$ cat config.mk
export PLATFORM = sky130hd
export DESIGN_NAME = decimal_text_to_cents
export DESIGN_NICKNAME = d
export VERILOG_FILES = /design/src/dtc_pkg.sv /design/src/decimal_text_to_cents.sv
export SDC_FILE = /design/constraint.sdc
export NUM_CORES = 1
export LEC_CHECK = 0
export BUFFER_PORTS_ARGS = -buffer_cell sky130_fd_sc_hd__buf_2
export CAP_MARGIN = 20
export CORE_MARGIN = 4
export CORE_UTILIZATION = 55
export DETAILED_ROUTE_END_ITERATION = 7
export PLACE_DENSITY = 0.75
export SLEW_MARGIN = 25
export SYNTH_ARGS = -nofsm -noshare
export SYNTH_HDL_FRONTEND = slang
export SYNTH_SLANG_ARGS = --single-unit
$ cat constraint.sdc
create_clock -name clk -period 5.7 [get_ports clk]
set_input_delay 0 -clock clk [delete_from_list [all_inputs] [get_ports clk]]
set_output_delay 0 -clock clk [all_outputs]
set_load 0.02 [all_outputs]
$ cat src/dtc_pkg.sv
// Package for the decimal text to cents parser: types and character codes.
package dtc_pkg;

  // Character codes
  localparam logic [7:0] CH_SPACE = 8'h20;
  localparam logic [7:0] CH_TAB   = 8'h09;
  localparam logic [7:0] CH_CR    = 8'h0D;
  localparam logic [7:0] CH_LF    = 8'h0A;
  localparam logic [7:0] CH_DOT   = 8'h2E;
  localparam logic [7:0] CH_COMMA = 8'h2C;
  localparam logic [7:0] CH_ZERO  = 8'h30;
  localparam logic [7:0] CH_NINE  = 8'h39;

  // Fraction digits allowed after the separator
  localparam logic [1:0] FRAC_MAX = 2'd2;

  localparam int CENTS_W = 63;

  // Parser phase
  typedef enum logic [1:0] {
    PH_LEAD  = 2'd0,
    PH_NUM   = 2'd1,
    PH_TRAIL = 2'd2
  } phase_t;

  // Input word: one character of the amount text
  typedef struct packed {
    logic [7:0] char_code;
    logic       is_last;
  } char_word_t;

  // Result word
  typedef struct packed {
    logic               amount_ok;
    logic [CENTS_W-1:0] cents;
  } cents_word_t;

  // Finished amount waiting for its final scaling
  typedef struct packed {
    logic               ok_pre;
    logic [1:0]         frac;
    logic [CENTS_W-1:0] acc;
  } fin_word_t;

endpackage

$ cat src/decimal_text_to_cents.sv
// Top level of the decimal text to cents parser.
//
// Takes an amount as text, one character word per cycle, with is_last set on
// the final character; gives one result word per amount: amount_ok and the
// value in hundredths (0 when not ok). A new character is accepted in every
// cycle unless in_stall is high, including right after a last character. The
// per-character digit step (multiply by ten and add) runs in the cycle the
// character is accepted; the final scaling to hundredths takes one more
// register stage, so a result passes the scaling stage and then the output
// register, where it waits until taken. Input stalls only when both the scaling
// stage and the output register are full and the output is stalled.
module decimal_text_to_cents
  import dtc_pkg::*;
(
  input  logic        clk,
  input  logic        rst_n,
  input  logic        in_valid,
  output logic        in_stall,
  input  char_word_t  in_word,
  output logic        out_valid,
  input  logic        out_stall,
  output cents_word_t out_word
);

  // Parser state
  phase_t             phase_r, phase_nxt;
  logic               sep_r, sep_nxt;
  logic               int_r, int_nxt;
  logic [1:0]         frac_r, frac_nxt;
  logic [CENTS_W-1:0] acc_r, acc_nxt;
  logic               fail_r, fail_nxt;

  // Pipeline registers
  logic        fin_valid_r;
  fin_word_t   fin_r, fin_nxt;
  logic        out_valid_r;
  cents_word_t out_word_r, res_nxt;

  logic        adv;
  logic        in_acc;
  logic        is_blank, is_sep, is_digit;
  logic [66:0] push_val;
  logic        push_ovf;
  logic [69:0] prod;

  // Handshake
  assign adv      = !out_valid_r || !out_stall;
  assign in_stall = fin_valid_r && !adv;
  assign in_acc   = in_valid && !in_stall;

  // Character classes
  assign is_blank = (in_word.char_code == CH_SPACE) || (in_word.char_code == CH_TAB) ||
                    (in_word.char_code == CH_CR)    || (in_word.char_code == CH_LF);
  assign is_sep   = (in_word.char_code == CH_DOT) || (in_word.char_code == CH_COMMA);
  assign is_digit = (in_word.char_code >= CH_ZERO) && (in_word.char_code <= CH_NINE);

  // acc * 10 + digit; the digit is the low nibble of its code
  assign push_val = {1'b0, acc_r, 3'b000} + {3'b000, acc_r, 1'b0} +
                    {63'd0, in_word.char_code[3:0]};
  assign push_ovf = |push_val[66:CENTS_W];

  // Next parser state for the current character
  always_comb begin
    phase_nxt = phase_r;
    sep_nxt   = sep_r;
    int_nxt   = int_r;
    frac_nxt  = frac_r;
    acc_nxt   = acc_r;
    fail_nxt  = fail_r;
    if (!fail_r) begin
      unique case (phase_r)
        PH_LEAD, PH_NUM: begin
          if (is_blank) begin
            if (phase_r == PH_NUM) begin
              phase_nxt = PH_TRAIL;
            end
          end else begin
            phase_nxt = PH_NUM;
            if (is_sep) begin
              if (sep_r || !int_r) begin
                fail_nxt = 1'b1;
              end else begin
                sep_nxt = 1'b1;
              end
            end else if (is_digit) begin
              if (sep_r && (frac_r >= FRAC_MAX)) begin
                fail_nxt = 1'b1;
              end else begin
                if (sep_r) begin
                  frac_nxt = frac_r + 2'd1;
                end else begin
                  int_nxt = 1'b1;
                end
                if (push_ovf) begin
                  fail_nxt = 1'b1;
                end else begin
                  acc_nxt = push_val[CENTS_W-1:0];
                end
              end
            end else begin
              fail_nxt = 1'b1;
            end
          end
        end
        PH_TRAIL: begin
          if (!is_blank) begin
            fail_nxt = 1'b1;
          end
        end
        default: fail_nxt = 1'b1;
      endcase
    end
  end

  // Amount as it stands after the last character
  always_comb begin
    fin_nxt.ok_pre = !fail_nxt && (phase_nxt != PH_LEAD) && int_nxt &&
                     !(sep_nxt && (frac_nxt == 2'd0));
    fin_nxt.frac   = frac_nxt;
    fin_nxt.acc    = acc_nxt;
  end

  // Parser state registers; back to reset values after a last character
  always_ff @(posedge clk) begin
    if (!rst_n) begin
      phase_r <= PH_LEAD;
      sep_r   <= 1'b0;
      int_r   <= 1'b0;
      frac_r  <= 2'd0;
      acc_r   <= '0;
      fail_r  <= 1'b0;
    end else if (in_acc) begin
      if (in_word.is_last) begin
        phase_r <= PH_LEAD;
        sep_r   <= 1'b0;
        int_r   <= 1'b0;
        frac_r  <= 2'd0;
        acc_r   <= '0;
        fail_r  <= 1'b0;
      end else begin
        phase_r <= phase_nxt;
        sep_r   <= sep_nxt;
        int_r   <= int_nxt;
        frac_r  <= frac_nxt;
        acc_r   <= acc_nxt;
        fail_r  <= fail_nxt;
      end
    end
  end

  // Scale to hundredths: pad missing fraction digits with zeros
  always_comb begin
    unique case (fin_r.frac)
      2'd2:    prod = {7'd0, fin_r.acc};
      2'd1:    prod = {4'd0, fin_r.acc, 3'b000} + {6'd0, fin_r.acc, 1'b0};
      default: prod = {1'b0, fin_r.acc, 6'd0} + {2'd0, fin_r.acc, 5'd0} +
                      {5'd0, fin_r.acc, 2'b00};
    endcase
    res_nxt.amount_ok = fin_r.ok_pre && !(|prod[69:CENTS_W]) &&
                        (|prod[CENTS_W-1:0]);
    res_nxt.cents     = res_nxt.amount_ok ? prod[CENTS_W-1:0] : '0;
  end

  // Scaling stage valid
  always_ff @(posedge clk) begin
    if (!rst_n) begin
      fin_valid_r <= 1'b0;
    end else if (in_acc && in_word.is_last) begin
      fin_valid_r <= 1'b1;
    end else if (adv) begin
      fin_valid_r <= 1'b0;
    end
  end

  always_ff @(posedge clk) begin
    if (in_acc && in_word.is_last) begin
      fin_r <= fin_nxt;
    end
  end

  // Output register
  always_ff @(posedge clk) begin
    if (!rst_n) begin
      out_valid_r <= 1'b0;
    end else if (adv) begin
      out_valid_r <= fin_valid_r;
    end
  end

  always_ff @(posedge clk) begin
    if (adv && fin_valid_r) begin
      out_word_r <= res_nxt;
    end
  end

  assign out_valid = out_valid_r;
  assign out_word  = out_word_r;

endmodule

==> Flow_metrics.wiki <==
{| class="wikitable"
! Metric !! Value
|-
| Outcome || finished, final reports clean
|-
| Crit path required time || about 6.0 ns
|-
| Count of buffers inserted at the top-level ports || 78
|-
| Max Clock Skew || 0.01156 ns
|-
| First-pass iteration count of the detailed router || 7
|-
| Global-route wire length before repair || around 100000 um
|-
| Distinct cells, synth || 91
|-
| CTS sink cnt || slightly above 200
|-
| Post-synth EDFFs || 130
|-
| Kind of cell with the highest combined delay on the critical path || simple AND/OR/NAND/NOR gates
|-
| Pin count of the biggest net entering global routing || 67
|-
| Post-placement cell area || roughly 23000 um2
|-
| Transition at the pin with the smallest max-transition slack || about 0.85 ns
|-
| Std cell rows || 73
|-
| Critical Path Source Type || register
|-
| Maximum vdd ir drop || ~0.24 mV
|-
| Tot GR Track Use || between 20% and 30%
|-
| Worst Hold Margin || 0.03729 ns
|-
| Total number of vias || approximately 20000
|-
| Mean Syn Cell Area || 8.769 um2
|-
| Number of endpoints failing setup at the final stage || 0
|-
| Antenna diode count || 0
|-
| Cell type with the largest total area after synthesis || edfxtp_1
|-
| Power Density || about 170 nW/um2
|-
| Worst-path cell chain || fa_1 -> ha_1 -> inv_1 -> fa_1 -> nand2b_1 -> o2bb2ai_1 -> a211oi_1 -> o21a_1 -> o21ai_1 -> mux2i_1 -> nor4_2 -> nand4_1 -> or4_1 -> nor4_1 -> a41oi_1
|-
| Total overflow reported by the global router || 0
|-
| Setup CP Type || register to register
|-
| Endpoint kind of the worst setup timing path || register
|-
| Max frequency || about 180 MHz
|-
| Main area contributors after synthesis || edfxtp_1 17%, ha_1 14%, dfxtp_1 6.4%
|-
| I/O pin count || 79
|-
| Class of the worst hold path || input pin to register
|-
| Die Wd || between 200 and 250 um
|-
| Post-placement setup slack || -0.04576 ns
|-
| Antenna violations before repair || 0
|-
| Multi-input gate area in the final layout || ~16000 um2
|-
| Insertion delay to the later sink of the worst-skew pair || ~0.55 ns
|-
| Tot Pwr || between 3 and 4 mW
|-
| Count of nets left with antenna violations after detail routing || 0
|-
| Filler cell count || between 3000 and 4000
|-
| Initial Utilization || a little under three fifths
|-
| Layout cells sized above 1 || 10.18%
|-
| Non-filler instance count after layout || between 3000 and 4000
|-
| Share of synthesized registers carrying an async set or reset || 0%
|-
| Area grow syn2layout || 7.797%
|-
| DP HPWL || 51830 um
|-
| Number of violations of the max-capacitance limit || 0
|-
| Setup_tns || 0 ns
|-
| Share of the clock period used by the worst path after layout || about 98%
|-
| Unrepaired setup endpoints after global routing || no
|-
| Shortest clock period the worst path allows after layout || 5.594 ns
|-
| Std-Cell Core Area || 40010 um2
|-
| Yosys top cell area share || roughly 17%
|-
| Htree depth || 1
|-
| Layout Nets || 2910
|-
| Netlist area before placement || 22390 um2
|-
| Die Footprint || ~44000 um2
|-
| Highest net fanout along the worst path || 8
|-
| Buffer cell driving the clock tree root || clkbuf_16
|-
| Synth warn || 0
|-
| Leakage power || between 10 and 15 nW
|-
| Last weighted congestion value of the routability-driven placer || about 1.0
|-
| Number of cells produced by synthesis || around 2600
|-
| Mean routed wirelength per cell || between 20 and 25 um
|-
| Synth Net Count || just under 3000
|-
| Number of global-route vias before repair || between 15000 and 20000
|-
| Drt drc || 0
|-
| Sequential-to-total area share from yosys stat || between 20% and 30%
|-
| Ys flop type || edfxtp_1
|-
| TritonCTS clock tree || built
|-
| Num CTS Buffers || 23
|-
| Number of DRC markers after the initial detailed-route iteration || around 2400
|-
| Slew margin rel. || approximately 43%
|-
| Critical path buffer and inverter count || 1
|-
| Sequential cell area || about 5300 um2
|-
| DIE HEIGHT || approximately 210 um
|-
| Via density per instance || 6.561
|-
| CTS max path bufs || 3
|-
| Worst setup slack after layout || approximately 0.11 ns
|-
| Number of synthesized register bits || approximately 200
|-
| Cell seen most often among critical-path stages || fa_1
|-
| Pins Over Slew Limit || 0
|-
| Placed cell count || around 3000
|-
| Worst-path cell with the longest stage delay || nor4_2
|-
| Utilization of the core after routing || around three fifths
|-
| Post-detailed-routing wire length || between 60000 and 70000 um
|-
| Final hold vios || 0
|-
| Critical Path AT || between 5 and 6 ns
|-
| Delay of the slowest cell on the worst path || roughly 0.64 ns
|-
| Clk pin slew, worst setup/hold paths || ~0.060 ns
|-
| Final std cell area, no fill || between 20000 and 25000 um2
|}
-- area by class of cell --
class / count / share of cell area (%)
clock buffers: 31 / 2.935
clock inverters: 11 / 0.5859
inverters: 73 / 1.135
multi-input cells: 2160 / 67.40
flip-flops and latches: 202 / 22.15
well taps: 525 / 2.722
repair buffers: 117 / 3.069
-- sequential cells by signal, indices dropped and copies added (netlist names) --
signal       count
out_valid        1
frac_r           2
fail_r           1
sep_r            1
int_r            1
phase_r          2
acc_r           63
out_word        64
fin_r           66
fin_valid_r      1
-- cells in the final DEF (no fill, tap or decap), types with 64 or more instances in the layout --
cell type	instances
ha_1	256
a21oi_1	238
nand2_1	219
nor2_1	200
o21ai_0	148
edfxtp_1	130
a21o_1	90
xnor2_1	88
buf_2	78
inv_1	72
dfxtp_1	72
xor2_1	66
a22o_1	64
-- Yosys cell counts, types with 64 or more instances --
master and count:
inv_1 73, a21o_1 90, dfxtp_1 72, o21ai_0 148, edfxtp_1 130, ha_1 257, nor2_1 200, xnor2_1 88
a22o_1 64, xor2_1 66, clkbuf_1 75, a21oi_1 238, nand2_1 219
-- layer usage --
metal | global-route usage (%) | routed length [um]
met2 | 42.67 | 27370
met5 | 0 | 0
met4 | 5.716 | 1390
met3 | 4.828 | 5901
met1 | 44.00 | 30500
-- power breakdown --
part           total [mW]  switching (mW)  internal (mW)
registers            1.62          0.0333           1.58
logic               0.772           0.500          0.272
clock network        1.61           0.629          0.977
total                3.99            1.16           2.83
-- logic make-up (layout without fill, tap and decap cells) --
family	after synthesis	count (layout)	synth area share, %
buffers and inverters	191	232	3.666
adders and majority gates	320	320	20.00
AOI/OAI and AO/OA	865	865	26.37
DFF	202	202	23.88
muxes	79	79	3.884
xor gates and xnor gates	154	154	6.025
and+or+nand+nor	742	742	16.18
-- worst paths after layout --
path / from / slack [ns] / endpoint / depth (start not counted)
max reg2reg: fin_r[1] / 0.11 / out_word[63] / 15
max: fin_r[1] / 0.11 / out_word[63] / 15
min reg2reg: acc_r[0] / 0.52 / acc_r[0] / 1
min: in_word[3] / 0.04 / acc_r[2] / 4
-- what timing repair did --
action,4_1_cts,5_1_grt
pin swaps,0,1
resized for setup,1,0
hold endpoints to repair,13,0
buffers inserted,0,1
endpoints found under the setup margin,1,1
hold buffers,8,0
-- worst min-delay path, cell delays in order --
cell and delay (ns):
buf_2 0.13, ha_1 0.14, ha_1 0.15, a22o_1 0.13
(Power assumes the default switching activity.)
